==> src/rtl/core/tlvd_pkg.sv <==
// Shared types and constants for the TLV message deframer.
// No dependencies; imported by every module of the block.
package tlvd_pkg;

	localparam int unsigned FIFO_DEPTH = 8;
	localparam int unsigned FIFO_PTR_W = 3;
	localparam int unsigned FIFO_CNT_W = 4;

	localparam logic [31:0] HDR_BYTES       = 32'd10;
	localparam logic [31:0] HDR_POS_VERSION = 32'd0;
	localparam logic [31:0] HDR_POS_TYPE    = 32'd1;
	localparam logic [31:0] HDR_POS_LAST    = 32'd9;
	localparam logic [31:0] REC_HDR_BYTES   = 32'd5;
	localparam logic [2:0]  FIDX_TAG        = 3'd0;
	localparam logic [2:0]  FIDX_LAST       = 3'd4;
	localparam logic [63:0] BODY_MAX        = 64'h0000_0000_FFFF_FFF5;
	localparam logic [31:0] POS_MAX         = 32'hFFFF_FFFF;

	localparam logic [1:0] ST_OK      = 2'd0;
	localparam logic [1:0] ST_LENGTH  = 2'd1;
	localparam logic [1:0] ST_VERSION = 2'd2;
	localparam logic [1:0] ST_TYPE    = 2'd3;

	localparam logic KIND_RECORD = 1'b0;
	localparam logic KIND_STATUS = 1'b1;

	localparam logic [1:0] CFG_MAX_RECORDS  = 2'd0;
	localparam logic [1:0] CFG_CHECK_ENABLE = 2'd1;
	localparam logic [1:0] CFG_EXP_VERSION  = 2'd2;
	localparam logic [1:0] CFG_EXP_TYPE     = 2'd3;

	typedef enum logic [1:0] {
		PH_HEADER,
		PH_RECHDR,
		PH_VALUE,
		PH_DONE
	} phase_t;

	typedef struct packed {
		logic [7:0] data_byte;
		logic       end_of_message;
	} in_item_t;

	typedef struct packed {
		logic        result_kind;
		logic [7:0]  record_tag;
		logic [31:0] value_length;
		logic [31:0] value_offset;
		logic [1:0]  status;
		logic [7:0]  record_count;
		logic        last;
	} out_item_t;

	typedef struct packed {
		logic [7:0] max_records;
		logic       check_enable;
		logic [7:0] expected_version;
		logic [7:0] expected_type;
	} cfg_t;

	// up to two results per byte: record first, then status
	typedef struct packed {
		logic      rec_valid;
		out_item_t rec;
		logic      sts_valid;
		out_item_t sts;
	} push_t;

endpackage

==> src/rtl/core/tlvd_parser.sv <==
// Message parse state and per-byte result generation.
// Depends on tlvd_pkg.
module tlvd_parser
	import tlvd_pkg::*;
#(
	parameter int unsigned RECORD_COUNT_BITS = 8
) (
	input  logic     clk,
	input  logic     arst_n,
	input  logic     valid,
	input  in_item_t item,
	input  cfg_t     cfg,
	output push_t    push
);

	localparam logic [16:0] CAP_LIM = 17'((1 << RECORD_COUNT_BITS) - 1);

	phase_t                       phase_q, phase_step;
	logic [31:0]                  bpos_q, bpos_step;
	logic [63:0]                  decl_q, decl_step;
	logic [2:0]                   fidx_q, fidx_step;
	logic [7:0]                   tag_q, tag_step;
	logic [31:0]                  acc_q, acc_step;
	logic [31:0]                  vleft_q, vleft_step;
	logic [31:0]                  brem_q, brem_step;
	logic [RECORD_COUNT_BITS-1:0] rec_q, rec_step;
	logic                         vbad_q, vbad_step;
	logic                         tbad_q, tbad_step;
	logic                         lbad_q, lbad_step;

	logic [7:0]                   b;
	logic [63:0]                  decl_shift;
	logic [31:0]                  len_new;
	logic [31:0]                  left_after;
	logic                         len_gt;
	logic [31:0]                  rest;
	logic [RECORD_COUNT_BITS-1:0] rec_inc;
	logic [7:0]                   cap8;
	logic [16:0]                  cap;
	logic                         rec_full;
	logic                         rec_hdr_done;
	logic                         emit_rec;
	logic [RECORD_COUNT_BITS+7:0] rec_wide;

	assign b            = item.data_byte;
	assign decl_shift   = {decl_q[55:0], b};
	assign len_new      = {acc_q[23:0], b};
	assign left_after   = brem_q - 32'd1;
	assign len_gt       = len_new > left_after;
	assign rest         = left_after - len_new;
	assign rec_inc      = rec_q + RECORD_COUNT_BITS'(1);
	assign cap8         = (cfg.max_records == 8'd0) ? 8'd1 : cfg.max_records;
	assign cap          = (17'(cap8) > CAP_LIM) ? CAP_LIM : 17'(cap8);
	assign rec_full     = 17'(rec_inc) >= cap;
	assign rec_hdr_done = (phase_q == PH_RECHDR) && (fidx_q == FIDX_LAST);
	assign emit_rec     = valid && rec_hdr_done && !len_gt && !vbad_q && !tbad_q && !lbad_q;

	// next values for one byte, before the end-of-message clear
	always_comb begin
		phase_step = phase_q;
		bpos_step  = bpos_q;
		decl_step  = decl_q;
		fidx_step  = fidx_q;
		tag_step   = tag_q;
		acc_step   = acc_q;
		vleft_step = vleft_q;
		brem_step  = brem_q;
		rec_step   = rec_q;
		vbad_step  = vbad_q;
		tbad_step  = tbad_q;
		lbad_step  = lbad_q;
		unique case (phase_q)
			PH_HEADER: begin
				if (bpos_q == HDR_POS_VERSION) begin
					if (cfg.check_enable && b != cfg.expected_version) vbad_step = 1'b1;
				end else if (bpos_q == HDR_POS_TYPE) begin
					if (cfg.check_enable && b != cfg.expected_type) tbad_step = 1'b1;
				end else begin
					decl_step = decl_shift;
				end
				if (bpos_q == HDR_POS_LAST) begin
					brem_step = decl_shift[31:0];
					if (decl_shift > BODY_MAX) begin
						lbad_step  = 1'b1;
						phase_step = PH_DONE;
					end else if (decl_shift == 64'd0) begin
						phase_step = PH_DONE;
					end else begin
						phase_step = PH_RECHDR;
						fidx_step  = FIDX_TAG;
					end
				end
			end
			PH_RECHDR: begin
				brem_step = left_after;
				if (fidx_q == FIDX_TAG) begin
					if (brem_q < REC_HDR_BYTES) begin
						lbad_step  = 1'b1;
						phase_step = PH_DONE;
					end else begin
						tag_step  = b;
						acc_step  = 32'd0;
						fidx_step = fidx_q + 3'd1;
					end
				end else begin
					acc_step  = len_new;
					fidx_step = fidx_q + 3'd1;
					if (fidx_q == FIDX_LAST) begin
						fidx_step = FIDX_TAG;
						if (len_gt) begin
							lbad_step  = 1'b1;
							phase_step = PH_DONE;
						end else begin
							rec_step = rec_inc;
							if (rec_full) begin
								if (rest != 32'd0) lbad_step = 1'b1;
								phase_step = PH_DONE;
							end else if (len_new != 32'd0) begin
								vleft_step = len_new;
								phase_step = PH_VALUE;
							end else if (rest == 32'd0) begin
								phase_step = PH_DONE;
							end
						end
					end
				end
			end
			PH_VALUE: begin
				brem_step  = left_after;
				vleft_step = vleft_q - 32'd1;
				if (vleft_step == 32'd0) begin
					phase_step = (left_after == 32'd0) ? PH_DONE : PH_RECHDR;
					fidx_step  = FIDX_TAG;
				end
			end
			PH_DONE: begin
			end
			default: begin
			end
		endcase
		if (bpos_q == POS_MAX) lbad_step = 1'b1;
		else bpos_step = bpos_q + 32'd1;
	end

	assign rec_wide = {8'd0, rec_step};

	always_comb begin
		push = '0;
		push.rec_valid          = emit_rec;
		push.rec.result_kind    = KIND_RECORD;
		push.rec.record_tag     = tag_q;
		push.rec.value_length   = len_new;
		push.rec.value_offset   = bpos_q + 32'd1;
		push.rec.status         = ST_OK;
		push.rec.record_count   = 8'd0;
		push.rec.last           = 1'b0;
		push.sts_valid          = valid && item.end_of_message;
		push.sts.result_kind    = KIND_STATUS;
		push.sts.last           = 1'b1;
		priority if (bpos_step < HDR_BYTES) begin
			push.sts.status = ST_LENGTH;
		end else if (vbad_step) begin
			push.sts.status = ST_VERSION;
		end else if (tbad_step) begin
			push.sts.status = ST_TYPE;
		end else if (lbad_step || {32'd0, bpos_step} != decl_step + 64'(HDR_BYTES)) begin
			push.sts.status = ST_LENGTH;
		end else begin
			push.sts.status       = ST_OK;
			push.sts.record_count = rec_wide[7:0];
		end
	end

	always_ff @(posedge clk or negedge arst_n) begin
		if (!arst_n) begin
			phase_q <= PH_HEADER;
			bpos_q  <= '0;
			decl_q  <= '0;
			fidx_q  <= '0;
			tag_q   <= '0;
			acc_q   <= '0;
			vleft_q <= '0;
			brem_q  <= '0;
			rec_q   <= '0;
			vbad_q  <= 1'b0;
			tbad_q  <= 1'b0;
			lbad_q  <= 1'b0;
		end else if (valid) begin
			if (item.end_of_message) begin
				phase_q <= PH_HEADER;
				bpos_q  <= '0;
				decl_q  <= '0;
				fidx_q  <= '0;
				tag_q   <= '0;
				acc_q   <= '0;
				vleft_q <= '0;
				brem_q  <= '0;
				rec_q   <= '0;
				vbad_q  <= 1'b0;
				tbad_q  <= 1'b0;
				lbad_q  <= 1'b0;
			end else begin
				phase_q <= phase_step;
				bpos_q  <= bpos_step;
				decl_q  <= decl_step;
				fidx_q  <= fidx_step;
				tag_q   <= tag_step;
				acc_q   <= acc_step;
				vleft_q <= vleft_step;
				brem_q  <= brem_step;
				rec_q   <= rec_step;
				vbad_q  <= vbad_step;
				tbad_q  <= tbad_step;
				lbad_q  <= lbad_step;
			end
		end
	end

endmodule

==> src/rtl/core/tlvd_result_fifo.sv <==
// Result queue: takes up to two results per cycle, hands out one while out_ready is high.
// Depends on tlvd_pkg.
module tlvd_result_fifo
	import tlvd_pkg::*;
(
	input  logic                  clk,
	input  logic                  arst_n,
	input  push_t                 push,
	output logic                  out_valid,
	input  logic                  out_ready,
	output out_item_t             out_data,
	output logic [FIFO_CNT_W-1:0] count
);

	out_item_t             mem_q [FIFO_DEPTH];
	logic [FIFO_PTR_W-1:0] wr_q, rd_q;
	logic [FIFO_CNT_W-1:0] count_q;
	logic                  pop;
	logic [FIFO_PTR_W-1:0] wr_b;
	logic [FIFO_CNT_W-1:0] n_push;

	assign out_valid = count_q != '0;
	assign out_data  = mem_q[rd_q];
	assign count     = count_q;
	assign pop       = out_valid && out_ready;
	assign wr_b      = wr_q + FIFO_PTR_W'(push.rec_valid);
	assign n_push    = FIFO_CNT_W'(push.rec_valid) + FIFO_CNT_W'(push.sts_valid);

	always_ff @(posedge clk) begin
		if (push.rec_valid) mem_q[wr_q] <= push.rec;
		if (push.sts_valid) mem_q[wr_b] <= push.sts;
	end

	always_ff @(posedge clk or negedge arst_n) begin
		if (!arst_n) begin
			wr_q    <= '0;
			rd_q    <= '0;
			count_q <= '0;
		end else begin
			wr_q    <= wr_q + FIFO_PTR_W'(n_push);
			rd_q    <= rd_q + FIFO_PTR_W'(pop);
			count_q <= count_q + n_push - FIFO_CNT_W'(pop);
		end
	end

endmodule

==> src/rtl/core/tlv_message_deframer_unit.sv <==
// Path: an accepted byte transaction is held in the input register (s1); the parser's results
// for it are written from there into the result queue, which hands out result transactions.
// Throughput: one byte per cycle; a byte may yield a record and a status, drained one
// per cycle while out_ready is high, through an 8-entry result queue; in_ready drops
// while held results plus two for the byte in the input register would exceed six.
// Reset: arst_n clears parse state, queue and config (max_records 4, others 0).
// Depends on tlvd_pkg, tlvd_parser, tlvd_result_fifo.
module tlv_message_deframer_unit
	import tlvd_pkg::*;
#(
	parameter int unsigned RECORD_COUNT_BITS = 8
) (
	input  logic       clk,
	input  logic       arst_n,
	input  logic       in_valid,
	output logic       in_ready,
	input  in_item_t   in_data,
	output logic       out_valid,
	input  logic       out_ready,
	output out_item_t  out_data,
	input  logic       cfg_we,
	input  logic [1:0] cfg_index,
	input  logic [7:0] cfg_wdata
);

	cfg_t                  cfg_q;
	logic                  valid_s1;
	in_item_t              item_s1;
	push_t                 push;
	logic [FIFO_CNT_W-1:0] fifo_count;
	logic [FIFO_CNT_W:0]   committed;

	// queue slots already owed: held results plus two for the byte in s1
	assign committed = {1'b0, fifo_count} + (valid_s1 ? (FIFO_CNT_W+1)'(2) : '0);
	assign in_ready  = committed <= (FIFO_CNT_W+1)'(FIFO_DEPTH - 2);

	always_ff @(posedge clk or negedge arst_n) begin
		if (!arst_n) begin
			cfg_q.max_records      <= 8'd4;
			cfg_q.check_enable     <= 1'b0;
			cfg_q.expected_version <= 8'd0;
			cfg_q.expected_type    <= 8'd0;
		end else if (cfg_we) begin
			unique case (cfg_index)
				CFG_MAX_RECORDS:  cfg_q.max_records      <= cfg_wdata;
				CFG_CHECK_ENABLE: cfg_q.check_enable     <= cfg_wdata[0];
				CFG_EXP_VERSION:  cfg_q.expected_version <= cfg_wdata;
				CFG_EXP_TYPE:     cfg_q.expected_type    <= cfg_wdata;
				default: begin
				end
			endcase
		end
	end

	always_ff @(posedge clk or negedge arst_n) begin
		if (!arst_n) begin
			valid_s1 <= 1'b0;
		end else begin
			valid_s1 <= in_valid && in_ready;
		end
	end

	always_ff @(posedge clk) begin
		if (in_valid && in_ready) item_s1 <= in_data;
	end

	tlvd_parser #(
		.RECORD_COUNT_BITS(RECORD_COUNT_BITS)
	) u_parser (
		.clk    (clk),
		.arst_n (arst_n),
		.valid  (valid_s1),
		.item   (item_s1),
		.cfg    (cfg_q),
		.push   (push)
	);

	tlvd_result_fifo u_fifo (
		.clk       (clk),
		.arst_n    (arst_n),
		.push      (push),
		.out_valid (out_valid),
		.out_ready (out_ready),
		.out_data  (out_data),
		.count     (fifo_count)
	);

	a_fifo_no_overflow: assert property (@(posedge clk) disable iff (!arst_n)
		fifo_count <= FIFO_CNT_W'(FIFO_DEPTH))
		else $error("result queue overflow");

	a_eom_gives_status: assert property (@(posedge clk) disable iff (!arst_n)
		(in_valid && in_ready && in_data.end_of_message) |-> ##2 out_valid)
		else $error("final byte produced no result");

	a_record_shape: assert property (@(posedge clk) disable iff (!arst_n)
		(out_valid && out_data.result_kind == KIND_RECORD) |->
		(!out_data.last && out_data.status == ST_OK))
		else $error("record result carries status fields");

	a_status_last: assert property (@(posedge clk) disable iff (!arst_n)
		(out_valid && out_data.result_kind == KIND_STATUS) |-> out_data.last)
		else $error("status result without last");

endmodule

==> config.mk <==
export PLATFORM = sky130hd
export DESIGN_NAME = tlv_message_deframer_unit
export DESIGN_NICKNAME = d
export VERILOG_FILES = /design/src/rtl/core/tlvd_pkg.sv /design/src/rtl/core/tlvd_parser.sv /design/src/rtl/core/tlvd_result_fifo.sv /design/src/rtl/core/tlv_message_deframer_unit.sv
export SDC_FILE = /design/constraint.sdc
export NUM_CORES = 2
export LEC_CHECK = 0
export ABC_AREA = 1
export BUFFER_PORTS_ARGS = -buffer_cell sky130_fd_sc_hd__buf_2
export CAP_MARGIN = 5
export CORE_MARGIN = 10
export CORE_UTILIZATION = 55
export DETAILED_ROUTE_END_ITERATION = 12
export GPL_TIMING_DRIVEN = 0
export HOLD_SLACK_MARGIN = 0.15
export PLACE_DENSITY = 0.72
export SLEW_MARGIN = 5
export SYNTH_ARGS = -nofsm -noshare
export SYNTH_HDL_FRONTEND = slang
export SYNTH_SLANG_ARGS = --single-unit
export TNS_END_PERCENT = 100
==> constraint.sdc <==
create_clock -name clk -period 11.2 [get_ports clk]
set_input_delay 1.12 -clock clk [delete_from_list [all_inputs] [get_ports clk]]
set_output_delay 1.12 -clock clk [all_outputs]
set_load 0.01 [all_outputs]
-- Word-level counts from Yosys, hierarchy flattened
Memories as Yosys holds them, arrays and structs flattened.
Cells that the tools add are included.
- $add $sub $neg: 14
- $mul: 0
- div/mod/pow operators: 0
- magnitude comparators: 6
- equality and inequality tests: 27
- shifts and indexed selects: 0
- multiplexer cells: 86
- bitwise gates (word level): 0
- reductions and logical operators: 44
- operators by type and width (kind ; number):
    $mux W32 ; 10
    $mux W64 ; 4
    $logic_not A32 Y1 ; 4
    $pmux W32 S2 ; 2
    $mux W8 ; 14
    $mux W24 ; 4
    $add A64 B4 Y64 const B ; 1
    $gt A64 B32 Y1 const B ; 1
    $logic_not A64 Y1 ; 1
    $ne A32 B64 Y1 ; 1
    $reduce_bool A32 Y1 ; 2
    $sub A32 B1 Y32 const B ; 2
    $mux W2 ; 17
    $add A32 B1 Y32 const B ; 1
    $eq A32 B1 Y1 const B ; 1
    $eq A32 B32 Y1 const B ; 1
    $eq A32 B4 Y1 const B ; 1
    $gt A32 B32 Y1 ; 1
    $lt A32 B3 Y1 const B ; 1
    $lt A32 B4 Y1 const B ; 1
    $sub A32 B32 Y32 ; 1
    $mux W1 ; 24
    $mux W3 ; 8
    $ne A3 B3 Y1 const B ; 8
    other kinds (35) ; 66
- register bits after elaboration: 253
- latch bits: 0
- memory bits (writable): 672
- memory bits (read-only): 0
- bits of input ports: 24
- output and inout bits: 86
- word-level logic and storage cells: 200
- memories: 1
- memory list (memory ; words ; bits a word ; rd ports ; clocked after memory_dff ; wr ports ; RTL line ; text):
    u_fifo.mem_q ; 8 ; 84 ; 1 ; 0 ; 2 ; tlvd_result_fifo.sv:15 ; out_item_t mem_q [FIFO_DEPTH];

-- Depth between registers and ports, before layout
- depth in word-level cells: 15
- gate-level depth with buffers: 42

-- Hierarchy
From an unflattened synthesis, not the netlist that was laid out.
- cells, all modules: 8754
- area, all modules: 62555.0 µm²
- by module, submodules not included (module ; times used ; cells each ; area each (µm²) ; seq. area each (µm²)):
    tlvd_result_fifo ; 1 ; 5467 ; 41338.4 ; 20429.6
    tlvd_parser ; 1 ; 3172 ; 19850.3 ; 5205.0
    tlv_message_deframer_unit ; 1 ; 115 ; 1366.3 ; 922.1

-- Worst setup path after synthesis
OpenSTA, ideal clock, no wires.
- kind: reg-to-reg
- from: register u_parser.brem_q[0]
- to: memory u_fifo.mem_q[5][10] in the netlist's numbering, enable pin
- data arrival time: 5.408 ns
- slack: 5.464 ns
- stages on the path, launching flop included: 40
- path through: dfrtp_1 > inv_1 > ha_1 > nand2_1 > nor2_1 > nand2_1 > nor2_1 > nand2_1 > nor3_1 > nand2_1 > nor2_1 > nand3_1 > xor2_1 > inv_1 > ha_1 > nand2_1 > nor2_1 > nand2_1 > (+4 left out) > nand2_1 > a21oi_1 > inv_1 > nand2_1 > inv_1 > nand2_1 > inv_1 > ha_1 > ha_1 > or2_2 > nand2_1 > nor2_1 > inv_1 > nor2_1 > inv_1 > clkbuf_1 > clkbuf_1 > nand2_1
- RTL lines (item ; RTL line ; text):
    start, declared ; tlvd_parser.sv:25 ; logic [31:0] brem_q, brem_step;
    start signal, assigned ; tlvd_parser.sv:210 ; brem_q <= brem_step;
    end, declared ; tlvd_result_fifo.sv:15 ;

==> summary.txt <==
Run status
  – Status: completed

Critical path
  – Critical R2R Capture: u_fifo.mem_q[1][7]
  – Startpoint types: flop
  – Critical path's slowest cell: clkbuf_1
  – CP endpoint kind: flop
  – Crit Path Max Fanout: 10
  – Worst path required time: 11490 ps
  – Worst r2r path cells: 37
  – Critical path class: flop to flop
  – Critical path depth: 37
  – Origin of the critical flop-to-flop path: u_parser.brem_q[2]
  – Critical Path Sink: u_fifo.mem_q[1][7]
  – Critical Path Max Stage Delay: 960 ps
  – Most used cell, CP: nand2_1
  – Reg2Reg Setup Slack: 2610 ps
  – Critical path arrival: 8880 ps
  – Buf+Inv Stages, Crit Path: 9
  – Delay-heaviest family, CP: simple AND/OR/NAND/NOR gates
  – Crit. Startpoint: u_parser.brem_q[2]

Floorplanning
  – Initial core utilization: 0.554
  – Die ar.: 101000 um2
  – Die height: 318 um
  – Row cnt: 109
  – I/O Pins: 110
  – Core area: 88400 um2
  – Die width: 318 um

Logic synthesis
  – Seq/Total Area, Yosys: 0.418
  – Post-synth ARST share: 0.266
  – Area share of the leading cell type in the synthesized netlist: 0.239
  – Post-synth top flop: dfxtp_1
  – EDFF count, synth: 89
  – Yosys cell types: 57
  – Synth Register Bits: 917
  – Syn_area_per_cell: 7.18 um2
  – Yosys warns: 0
  – Synth Cell Area: 48900 um2
  – Area leader, netlist: dfxtp_1
  – Gate Count Post-Synth: 6814
  – Largest cells by area after synthesis: dfxtp_1, dfrtp_1, o21ai_0
  – Syn nets: 6910

Power and ir drop
  – Power per cell area: 287 nW/um2
  – Logic gate share of total power: 0.533
  – Worst vdd ir: 0.000227 V
  – Pint: 8.04 mW
  – Clk network pwr share: 0.225
  – P_sw: 7.61 mW
  – Sw frac: 0.486
  – Register share of total power: 0.241
  – Cell leakage power: 23.3 nW

Timing
  – Min Hold Slack: 378 ps
  – # setup viols final: 0
  – Unrepaired setup endpoints after global routing: false
  – Least-Margin Pin Slew: 1460 ps
  – Worst slew margin: 0.0267
  – Final Max Tran Viols: 0
  – Fmax achieved: 0.116 GHz
  – Crit share post-route: 0.767
  – Setup Skew: 45.8 ps
  – Final min period: 8590 ps
  – Sum Neg Setup Slack: 0 ps
  – Final hold vios: 0

Clocking
  – TritonCTS buffer count: 97
  – Post-CTS sizing: 0
  – Reg clk slew, reported paths: 60 ps
  – Clk_lat worst skew: 700 ps
  – Hold buffers post-CTS: 0
  – CTS tree: yes
  – H-tree depth: 3
  – Clk root buf: clkbuf_16
  – CTS Buffer Depth: 3
  – Post-CTS Setup Bufs: 0
  – Clock net sink count: 917

Placement
  – I/O Buffers: 109
  – Final Wtd Congestion: 1.03
  – Placed insts: 8090
  – HPWL after DPL: 144000 um
  – Placed cell area: 51000 um2

Layout
  – Share of cells above drive strength 1: 0.0743
  – Cell area after layout: 54500 um2
  – Most frequent cells in the layout: o21ai_0, nor2_1, nand2_1
  – Fill cells: 8274
  – Area delta synth->final: 11.5%
  – Layout Nets: 7120
  – Most common cell after layout, fill and taps aside: o21ai_0
  – Post-Layout Cell Count: 8273
  – Reg area: 20500 um2
  – Footprint of the multi-input gates: 24600 um2

Job
  – Max Cap Viol: 0

Global route
  – GRT Residual Overflow: 0
  – First-pass GRT wire length: 289000 um
  – Initial antenna violation count: 5
  – Largest net degree at the start of global routing: 96
  – Vias in the first global route: 47808
  – GRT Util Overall: 0.362

Detailed routing
  – Post-Route WL: 194000 um
  – Via count: 51177
  – Avg WL per Cell: 23.4 um
  – Starting DRT DRC Count: 7475
  – DRT Pass-1 Iters: 8
  – Final ANT Viol Nets: 0
  – DRC: 0
  – DR vias/cell: 6.19

Worst hold path
  – Hold/Removal Path Class: input pin to asynchronous set/reset pin
state kept, by name (all words and copies together), names as in the netlist, 9 cells and up:
name	flops
u_fifo.mem_q	664
u_parser.decl_q	64
u_parser.bpos_q	32
u_parser.brem_q	32
u_parser.vleft_q	32
cfg_q	25
u_parser.acc_q	24
item_s1	9
worst register-to-register path: cells and delay by family, from the launching register on:
kind                     cells  cell delay, ps
XOR/XNOR                     1             420
AND/OR/NAND/NOR             21            3340
buffers and inverters        9            2420
adder cells (fa/ha/maj)      3             770
flip-flops                   1             410
AO/OA/AOI/OAI                3             800
cell families (layout without fill, tap and decap cells):
family | after synthesis | count (layout) | synth area share
simple gates | 2643 | 2643 | 0.237
compound gates | 2051 | 2051 | 0.221
flops | 917 | 917 | 0.418
buf+inv | 983 | 1275 | 0.0783
other cells | 0 | 2 | 0
fa+ha+maj | 72 | 72 | 0.0189
xor+xnor | 148 | 148 | 0.0270
power by group through the flow:
stage | logic [mW] | clock network [mW] | registers (mW)
floorplan | 5.35 | 0 | 3.75
CTS | 8.10 | 3.52 | 3.76
global placement | 8.01 | 0 | 3.82
detailed placement | 8.05 | 0 | 3.83
global route | 9.05 | 3.65 | 3.79
finish | 8.34 | 3.53 | 3.77
how the worst min path moves through the flow:
| stage | startpoint | end | slack (ps) | cells past startpoint |
|---|---|---|---|---|
| after floorplan | u_fifo.mem_q[0][0] | u_fifo.mem_q[0][0] | 410 | 2 |
| after global placement | u_fifo.mem_q[0][0] | u_fifo.mem_q[0][0] | 430 | 2 |
| after detailed placement | u_fifo.mem_q[3][0] | u_fifo.mem_q[3][0] | 440 | 2 |
| after CTS | arst_n | u_parser.brem_q[1] | 390 | 1 |
| after global routing | arst_n | u_parser.brem_q[1] | 430 | 1 |
| final | arst_n | u_parser.brem_q[1] | 380 | 1 |
per-layer routing:
layer,part of all wire,vias up,global-route usage
met5,0.00019,-,0
met4,0.056,6,0.187
met3,0.11,588,0.0759
met2,0.44,3231,0.567
met1,0.39,23933,0.467
li1,-,23419,-
area by class of cell:
cell class | instances | area share
well taps | 1165 | 0.0267
clock inverters | 41 | 0.00936
inverters | 524 | 0.0361
plain buffers | 459 | 0.0342
multi-input cells | 4914 | 0.452
clock buffers | 140 | 0.0552
repair buffers | 111 | 0.0112
flip-flops and latches | 917 | 0.375
diodes | 2 | 0.0000918
Yosys cell counts, types with 58 or more instances:
cell type and n:
edfxtp_1 89, a21oi_1 626, nor2_2 98, o22ai_1 213, o21ai_0 1070, clkbuf_1 401
inv_1 490, dfxtp_1 584, ha_1 69, nor2_1 1056, xor2_1 105, dfrtp_1 243
a31oi_1 84, nand3_1 286, nand4_1 110, nand2_1 893, nor3_1 58
through the flow:
step,power (mW),util,setup WS [ps]
2_1_floorplan,9.10,-,5460
6_report,15.6,0.617,2610
3_3_place_gp,11.8,0.576,2980
5_1_grt,16.5,0.617,2130
3_5_place_dp,11.9,0.577,2850
4_1_cts,15.4,0.617,2810
(Power assumes the default switching activity.)
